File: config.mk
export PLATFORM = sky130hd
export DESIGN_NAME = ghash_accumulator_unit
export DESIGN_NICKNAME = d
export VERILOG_FILES = /design/src/rtl/ghash_pkg.sv /design/src/rtl/ghash_ctrl.sv /design/src/rtl/ghash_dp.sv /design/src/rtl/ghash_accumulator_unit.sv
export VERILOG_INCLUDE_DIRS = /design/src /design/src/rtl
export SDC_FILE = /design/constraint.sdc
export NUM_CORES = 2
export LEC_CHECK = 0
export BUFFER_PORTS_ARGS = -buffer_cell sky130_fd_sc_hd__buf_2
export CORE_UTILIZATION = 56
export CTS_CLUSTER_DIAMETER = 80
export DETAILED_ROUTE_END_ITERATION = 12
export HOLD_SLACK_MARGIN = 0.1
export PLACE_DENSITY_LB_ADDON = 0.1
export SLEW_MARGIN = 20
export SYNTH_ARGS = -nofsm -noshare
export SYNTH_HDL_FRONTEND = slang
export SYNTH_SLANG_ARGS = --single-unit
export TNS_END_PERCENT = 20
File: constraint.sdc
create_clock -name clk_i -period 7.5 [get_ports clk_i]
set_input_delay 1.5 -clock clk_i [delete_from_list [all_inputs] [get_ports clk_i]]
set_output_delay 1.5 -clock clk_i [all_outputs]
set_load 0.02 [all_outputs]
File: src/rtl/assert_macros.svh
// ----------------------------------------------------------------------------
// assert_macros: shared concurrent assertion wrappers
// clocked on clk_i, with and without the active-low reset rst_ni
// ----------------------------------------------------------------------------
`ifndef ASSERT_MACROS_SVH
`define ASSERT_MACROS_SVH

// checked only outside reset
`define GH_ASSERT(lbl, prop, msg) \
  lbl: assert property (@(posedge clk_i) disable iff (!rst_ni) prop) else $error(msg);

// checked at every edge, reset included
`define GH_ASSERT_ALWAYS(lbl, prop, msg) \
  lbl: assert property (@(posedge clk_i) prop) else $error(msg);

`endif

File: src/rtl/ghash_pkg.sv
// ----------------------------------------------------------------------------
// ghash_pkg
// widths, register indexes, command type and gf(2^128) helper functions
// ----------------------------------------------------------------------------
`default_nettype none

package ghash_pkg;

  localparam int unsigned HalfW    = 64;
  localparam int unsigned BlockW   = 2 * HalfW;
  localparam int unsigned NbW      = 5;
  localparam int unsigned NumBytes = BlockW / 8;
  localparam int unsigned StepBits = 8;
  localparam int unsigned NumSteps = BlockW / StepBits;
  localparam int unsigned CntW     = $clog2(NumSteps);
  localparam int unsigned CfgIdxW  = 1;
  localparam int unsigned InDataW  = ((2 * HalfW + NbW + 7) / 8) * 8;

  localparam logic [7:0] RTop = 8'hE1;

  localparam logic [CfgIdxW-1:0] CFG_H_HIGH = 1'b0;
  localparam logic [CfgIdxW-1:0] CFG_H_LOW  = 1'b1;

  typedef struct packed {
    logic load;
    logic step;
    logic commit_step;
    logic commit_hold;
  } ghash_cmd_t;

  typedef struct packed {
    logic [BlockW-1:0] r;
    logic [BlockW-1:0] v;
  } ghash_rv_t;

  // eight bits of the shift-and-add multiply, msb of xb first
  function automatic ghash_rv_t ghash_mul8(input logic [BlockW-1:0] r,
                                           input logic [BlockW-1:0] v,
                                           input logic [StepBits-1:0] xb);
    ghash_rv_t         res;
    logic [BlockW-1:0] rr;
    logic [BlockW-1:0] vv;
    logic              c;
    rr = r;
    vv = v;
    for (int i = StepBits - 1; i >= 0; i--) begin
      if (xb[i]) rr = rr ^ vv;
      c  = vv[0];
      vv = vv >> 1;
      if (c) vv[BlockW-1 -: 8] = vv[BlockW-1 -: 8] ^ RTop;
    end
    res.r = rr;
    res.v = vv;
    return res;
  endfunction

  // keep the leading nb bytes, byte 0 in the top bits
  function automatic logic [BlockW-1:0] ghash_byte_mask(input logic [NbW-1:0] nb);
    logic [BlockW-1:0] m;
    m = '0;
    for (int k = 0; k < NumBytes; k++) begin
      m[BlockW-1-8*k -: 8] = {8{nb > NbW'(k)}};
    end
    return m;
  endfunction

endpackage

`default_nettype wire

File: src/rtl/ghash_ctrl.sv
// ----------------------------------------------------------------------------
// ghash_ctrl
// sequencer: accepts a beat, runs sixteen multiply steps, hands over the result
// ----------------------------------------------------------------------------
`default_nettype none
`include "assert_macros.svh"

module ghash_ctrl (
  input  wire                   clk_i,
  input  wire                   rst_ni,
  input  wire                   s_tvalid_i,
  output logic                  s_tready_o,
  output logic                  m_tvalid_o,
  input  wire                   m_tready_i,
  output ghash_pkg::ghash_cmd_t cmd_o
);
  import ghash_pkg::*;

  typedef enum logic [1:0] {
    ST_IDLE,
    ST_MUL,
    ST_HOLD
  } state_e;

  localparam logic [CntW-1:0] CntLast = CntW'(NumSteps - 1);

  state_e          state_q;
  logic [CntW-1:0] cnt_q;
  logic            out_valid_q;
  logic            slot_free;
  logic            commit;

  assign slot_free  = !out_valid_q || m_tready_i;
  assign s_tready_o = (state_q == ST_IDLE);
  assign m_tvalid_o = out_valid_q;
  assign commit     = cmd_o.commit_step || cmd_o.commit_hold;

  always_comb begin
    cmd_o = '0;
    unique case (state_q)
      ST_IDLE: begin
        cmd_o.load = s_tvalid_i;
      end
      ST_MUL: begin
        cmd_o.step        = 1'b1;
        cmd_o.commit_step = (cnt_q == CntLast) && slot_free;
      end
      ST_HOLD: begin
        cmd_o.commit_hold = slot_free;
      end
      default: begin
        cmd_o = '0;
      end
    endcase
  end

  always_ff @(posedge clk_i or negedge rst_ni) begin
    if (!rst_ni) begin
      state_q     <= ST_IDLE;
      cnt_q       <= '0;
      out_valid_q <= 1'b0;
    end else begin
      if (commit) begin
        out_valid_q <= 1'b1;
      end else if (m_tready_i) begin
        out_valid_q <= 1'b0;
      end
      unique case (state_q)
        ST_IDLE: begin
          cnt_q <= '0;
          if (s_tvalid_i) state_q <= ST_MUL;
        end
        ST_MUL: begin
          cnt_q <= cnt_q + 1'b1;
          if (cnt_q == CntLast) begin
            state_q <= slot_free ? ST_IDLE : ST_HOLD;
          end
        end
        ST_HOLD: begin
          if (slot_free) state_q <= ST_IDLE;
        end
        default: begin
          state_q <= ST_IDLE;
        end
      endcase
    end
  end

  `GH_ASSERT(a_commit_slot_free, commit |-> slot_free, "result committed over a pending beat")
  `GH_ASSERT(a_accept_starts_mul, (s_tvalid_i && s_tready_o) |=> (state_q == ST_MUL && cnt_q == '0), "accepted beat did not start the multiply")
  `GH_ASSERT(a_mul_ends, (state_q == ST_MUL && cnt_q == CntLast) |=> (state_q == ST_IDLE || state_q == ST_HOLD), "multiply ran past its last step")
  `GH_ASSERT(a_valid_after_commit, $rose(out_valid_q) |-> $past(commit), "output valid without a commit")
  `GH_ASSERT_ALWAYS(a_cmd_exclusive, $onehot0({cmd_o.load, cmd_o.commit_step, cmd_o.commit_hold}), "conflicting datapath commands")

endmodule

`default_nettype wire

File: src/rtl/ghash_dp.sv
// ----------------------------------------------------------------------------
// ghash_dp
// key registers, accumulator and the eight-bit-per-cycle gf(2^128) multiplier
// ----------------------------------------------------------------------------
`default_nettype none

module ghash_dp (
  input  wire                                 clk_i,
  input  wire                                 rst_ni,
  input  ghash_pkg::ghash_cmd_t               cmd_i,
  input  wire                                 cfg_we_i,
  input  wire  [ghash_pkg::CfgIdxW-1:0]       cfg_idx_i,
  input  wire  [ghash_pkg::HalfW-1:0]         cfg_data_i,
  input  wire                                 first_i,
  input  wire  [ghash_pkg::BlockW-1:0]        block_i,
  input  wire  [ghash_pkg::NbW-1:0]           valid_bytes_i,
  output logic [ghash_pkg::BlockW-1:0]        hash_o
);
  import ghash_pkg::*;

  logic [HalfW-1:0]  h_high_q;
  logic [HalfW-1:0]  h_low_q;
  logic [BlockW-1:0] acc_q;
  logic [BlockW-1:0] x_q;
  logic [BlockW-1:0] r_q;
  logic [BlockW-1:0] v_q;
  logic [BlockW-1:0] x_load;
  ghash_rv_t         step_res;

  assign x_load   = (first_i ? '0 : acc_q) ^ (block_i & ghash_byte_mask(valid_bytes_i));
  assign step_res = ghash_mul8(r_q, v_q, x_q[BlockW-1 -: StepBits]);
  assign hash_o   = acc_q;

  always_ff @(posedge clk_i or negedge rst_ni) begin
    if (!rst_ni) begin
      h_high_q <= '0;
      h_low_q  <= '0;
    end else if (cfg_we_i) begin
      unique case (cfg_idx_i)
        CFG_H_HIGH: h_high_q <= cfg_data_i;
        CFG_H_LOW:  h_low_q  <= cfg_data_i;
        default:    h_high_q <= h_high_q;
      endcase
    end
  end

  always_ff @(posedge clk_i or negedge rst_ni) begin
    if (!rst_ni) begin
      acc_q <= '0;
    end else if (cmd_i.commit_step) begin
      acc_q <= step_res.r;
    end else if (cmd_i.commit_hold) begin
      acc_q <= r_q;
    end
  end

  always_ff @(posedge clk_i) begin
    if (cmd_i.load) begin
      x_q <= x_load;
      r_q <= '0;
      v_q <= {h_high_q, h_low_q};
    end else if (cmd_i.step) begin
      x_q <= x_q << StepBits;
      r_q <= step_res.r;
      v_q <= step_res.v;
    end
  end

endmodule

`default_nettype wire

File: src/rtl/ghash_accumulator_unit.sv
// ----------------------------------------------------------------------------
// ghash_accumulator_unit
// gcm ghash: y = (y xor x) * h in gf(2^128), one 128-bit block per beat
// ----------------------------------------------------------------------------
// channel   direction  contents
// s_axis    in         tdata block and byte count, tuser first flag
// m_axis    out        tdata updated hash
// cfg       in         write of hash key halves h_high, h_low
//
// the accepting edge loads the multiplier, then sixteen steps follow at eight
// key-shift bits per cycle; the hash beat is valid once the result is committed.
// s_axis_tready is high only while no block is in the multiplier, so a new
// block is not taken before the previous one has left the multiplier.
// a finished block whose previous hash beat still waits on m_axis_tready is
// held with s_axis_tready low until that beat leaves.
// reset clears the key and the accumulator; there is no clearing pass.
// ----------------------------------------------------------------------------
`default_nettype none

module ghash_accumulator_unit (
  input  wire                                 clk_i,
  input  wire                                 rst_ni,
  input  wire                                 cfg_we_i,
  input  wire  [ghash_pkg::CfgIdxW-1:0]       cfg_idx_i,
  input  wire  [ghash_pkg::HalfW-1:0]         cfg_data_i,
  input  wire                                 s_axis_tvalid,
  output logic                                s_axis_tready,
  // block_high, block_low, valid_bytes, zero fill
  input  wire  [ghash_pkg::InDataW-1:0]       s_axis_tdata,
  // first
  input  wire  [0:0]                          s_axis_tuser,
  output logic                                m_axis_tvalid,
  input  wire                                 m_axis_tready,
  // hash_high, hash_low
  output logic [ghash_pkg::BlockW-1:0]        m_axis_tdata
);
  import ghash_pkg::*;

  ghash_cmd_t        cmd;
  logic [BlockW-1:0] block;
  logic [BlockW-1:0] hash;

  assign block        = {s_axis_tdata[HalfW-1:0], s_axis_tdata[2*HalfW-1:HalfW]};
  assign m_axis_tdata = {hash[HalfW-1:0], hash[BlockW-1:HalfW]};

  ghash_ctrl u_ctrl (
    .clk_i      (clk_i),
    .rst_ni     (rst_ni),
    .s_tvalid_i (s_axis_tvalid),
    .s_tready_o (s_axis_tready),
    .m_tvalid_o (m_axis_tvalid),
    .m_tready_i (m_axis_tready),
    .cmd_o      (cmd)
  );

  ghash_dp u_dp (
    .clk_i         (clk_i),
    .rst_ni        (rst_ni),
    .cmd_i         (cmd),
    .cfg_we_i      (cfg_we_i),
    .cfg_idx_i     (cfg_idx_i),
    .cfg_data_i    (cfg_data_i),
    .first_i       (s_axis_tuser[0]),
    .block_i       (block),
    .valid_bytes_i (s_axis_tdata[2*HalfW+NbW-1:2*HalfW]),
    .hash_o        (hash)
  );

endmodule

`default_nettype wire
==> metrics.log <==
INFO  metric cts_tree = done
INFO  metric worst_ep_arrival_time = 4.05 ns
INFO  metric path_max_fanout = 113
INFO  metric ys.flop_type = dfrtp_1
INFO  metric fin_skew = 0.0297 ns
INFO  metric path_class = primary input to flip-flop
INFO  metric synth_area_leaders = xnor2_1, edfxtp_1, dfrtp_1
INFO  metric slew_headroom = 0.264
INFO  metric unrepaired_setup_endpoints_after_global_routing = no
INFO  metric ys.warnings.count = 0
INFO  metric grt_antenna_before_repair = 1
INFO  metric fraction_of_final_layout_cells_sized_beyond_drive_strength_1 = 0.144
INFO  metric first_global_vias = 31366
INFO  metric viasPerCell = about 5.6
INFO  metric boundaryPins = 337
INFO  metric initialDrtViolationCount = 3556
INFO  metric grt_most_used_layer = met1
INFO  metric core_area = 74800 sq um
INFO  metric floorplan.die.height = about 280 microns
INFO  metric layout.nets = between 5000 and 6000
INFO  metric port-buffer-count = 333
INFO  metric hold_viol = 0
INFO  metric clock_tree_buf_depth = 3
INFO  metric routed-via-count = 33841
INFO  metric grt_max_degree = ~200
INFO  metric die_width = 278 microns
INFO  metric max_cap_violations = 0
INFO  metric setup_viol = 0
INFO  metric timing_max_transition_violations_final = 0
INFO  metric cts_sink_cnt = approximately 650
INFO  metric synth.lib_cells_used.distinct = 50
INFO  metric run_status = completed
INFO  metric hold_path_class = flip-flop to flip-flop
INFO  metric cts.repair.resized = 0
INFO  metric number_of_flops_mapped_to_enable_cells_by_yosys = 256
INFO  metric fmax = 0.266 GHz
INFO  metric worstPathCellList = buf_2 -> nand2_4 -> buf_4 -> buf_4 -> o21ai_0
INFO  metric num_rows = 100
INFO  metric use_met1 = 0.481
INFO  metric floorplan.die_area = a little under 80000 sq um
INFO  metric routed_wire_length_per_instance = 20.6 microns
INFO  metric avgSynthCellArea = 8.50 sq um
INFO  metric reg2reg_depth = 9
INFO  metric synth_sequential_area_ratio = 0.396
INFO  metric root_buffer = clkbuf_16
INFO  metric grt-ovfl-total = 0
INFO  metric insertedDiodeCount = 0
INFO  metric track_usage = 0.323
INFO  metric fillerInstances = 6558
INFO  metric critical_path.startpoint_type = primary input
INFO  metric firstDrtPassIters = 6
INFO  metric crit_path_top_delay_cell = buf_4
INFO  metric initial_core_util = 0.569
INFO  metric cts-buffers-inserted = 75
INFO  metric place_congestion = about 0.90
INFO  metric final_cell_mix = nand2_1, xnor2_1, o21ai_0, buf_2, dfrtp_1
INFO  metric mostFrequentLayoutCell = nand2_1
INFO  metric yosysTopAreaCell = xnor2_1
INFO  metric ys_seq_elements = 647
INFO  metric synthDominantCellAreaShare = 0.206
INFO  metric multi_input_comb_area = 23800 sq um
INFO  metric synthToLayoutAreaGrowth = 9.41%
INFO  metric finalSetupTns = 0 ns
INFO  metric wl = 125000 microns
INFO  metric critical_path.max_stage_delay = 0.88 ns
INFO  metric min_period = ~3.8 ns
INFO  metric worstHoldPathCells = 2
INFO  metric remaining_drc_errors = 0
INFO  metric antenna_violating_nets_post_route = 0
INFO  metric crit_path_frequent_cell = buf_4
INFO  metric post-route-util = 0.622
INFO  metric clock_tree.htree_level_count = 3
INFO  metric syn-cell-area = approximately 43000 sq um
INFO  metric critPathRequiredTime = 7.79 ns
INFO  metric groute.layer.met3.usage = 0.0500
INFO  metric async_sr_flop_fraction = 0.406
INFO  metric worst_slew_pin_slew = 1.10 ns
INFO  metric met2_usage = 0.475
INFO  metric number_of_hold_buffers_added_after_cts = 0
INFO  metric clk_pin_slew_worst_paths = ~0.060 ns
INFO  metric worstSetupEndpointType = flip-flop
INFO  metric clock_latency = 0.63 ns
INFO  metric dp_hpwl = ~85000 microns
INFO  metric first_pass_grt_wire_length = 192000 microns
INFO  metric min_period_over_period = 0.502
INFO  metric setup_bufs_post_cts = 0
INFO  metric instance_count_of_the_mapped_netlist = 5006
INFO  metric ff_latch_area = about 17000 sq um
INFO  metric postSynthNetCount = 5214
[state kept, by name, summed over array words and instances, names as in the netlist]
name and count:
u_dp.v_q 128, u_ctrl.m_tvalid_o 1, u_dp.x_q 128, u_dp.r_q 128, u_ctrl.state_q 2, u_ctrl.cnt_q 4
u_dp.h_low_q 64, u_dp.hash_o 128, u_dp.h_high_q 64
[cell usage after synthesis, types with 27 or more instances]
cell type,instances
nor2_1,35
dfxtp_1,128
buf_2,130
o211ai_1,27
xor2_1,149
nand3_1,133
xnor2_1,1003
dfrtp_1,263
nand2_1,1740
o21a_1,28
nand2b_1,129
a21oi_1,32
o21ai_0,354
edfxtp_1,256
mux2_2,225
clkbuf_1,245
[routing by layer]
layer / wire (microns) / vias up
met5: 0 / -
met4: 4110 / 0
met3: 10700 / 202
met2: 54000 / 1343
met1: 56200 / 16287
li1: - / 16009
[stage by stage]
stage,instance area (sq um),setup slack [ns],instances,hold WS (ns)
after global placement,43900,3.13,5923,0.483
after floorplan,42600,1.44,5006,0.459
final,46600,3.74,6061,0.500
after CTS,46600,3.79,6061,0.502
after detailed placement,43900,3.17,5923,0.493
after global routing,46600,3.52,6061,0.513
[final cells by class]
class                      instances  area share
clock buffer                      98      0.0460
sequential                       647       0.361
timing repair buffer             371      0.0435
clock inverter                    40      0.0105
tap                              969      0.0260
inverter                           9    0.000726
multi-input combinational       3927       0.512
[worst paths after layout]
check,startpoint,to,slack [ns]
hold reg to reg,u_dp.r_q[123]$_SDFFE_PP0P_,u_dp.r_q[123]$_SDFFE_PP0P_,0.50
setup reg to reg,u_ctrl.state_q[1]$_DFFE_PN0P_,u_dp.hash_o[121]$_DFFE_PN0P_,3.77
setup / recovery,s_axis_tvalid,u_dp.x_q[66]$_DFFE_PP_,3.74
max in group asynchronous,rst_ni,u_dp.hash_o[76]$_DFFE_PN0P_,5.35
min in group asynchronous,rst_ni,u_dp.h_low_q[49]$_DFFE_PN0P_,0.83
hold / removal,u_dp.r_q[123]$_SDFFE_PP0P_,u_dp.r_q[123]$_SDFFE_PP0P_,0.50
[cell families (layout without fill, tap and decap cells)]
group | after synthesis | count (layout) | share of synthesized area
simple gates | 2053 | 2053 | 0.194
fa+ha+maj | 1 | 1 | 0.000294
compound gates | 484 | 484 | 0.0625
mux | 226 | 226 | 0.0598
xor+xnor | 1163 | 1163 | 0.243
flops | 647 | 647 | 0.396
buf+inv | 432 | 518 | 0.0456
[critical path, delay by kind of cell]
kind / cells / cell delay (ns)
compound gates: 1 / 0.33
buf+inv: 3 / 1.66
simple gates: 1 / 0.45
Power is not shown: default switching activity piles up to over one toggle a cycle in this logic, so the estimate is an artifact.
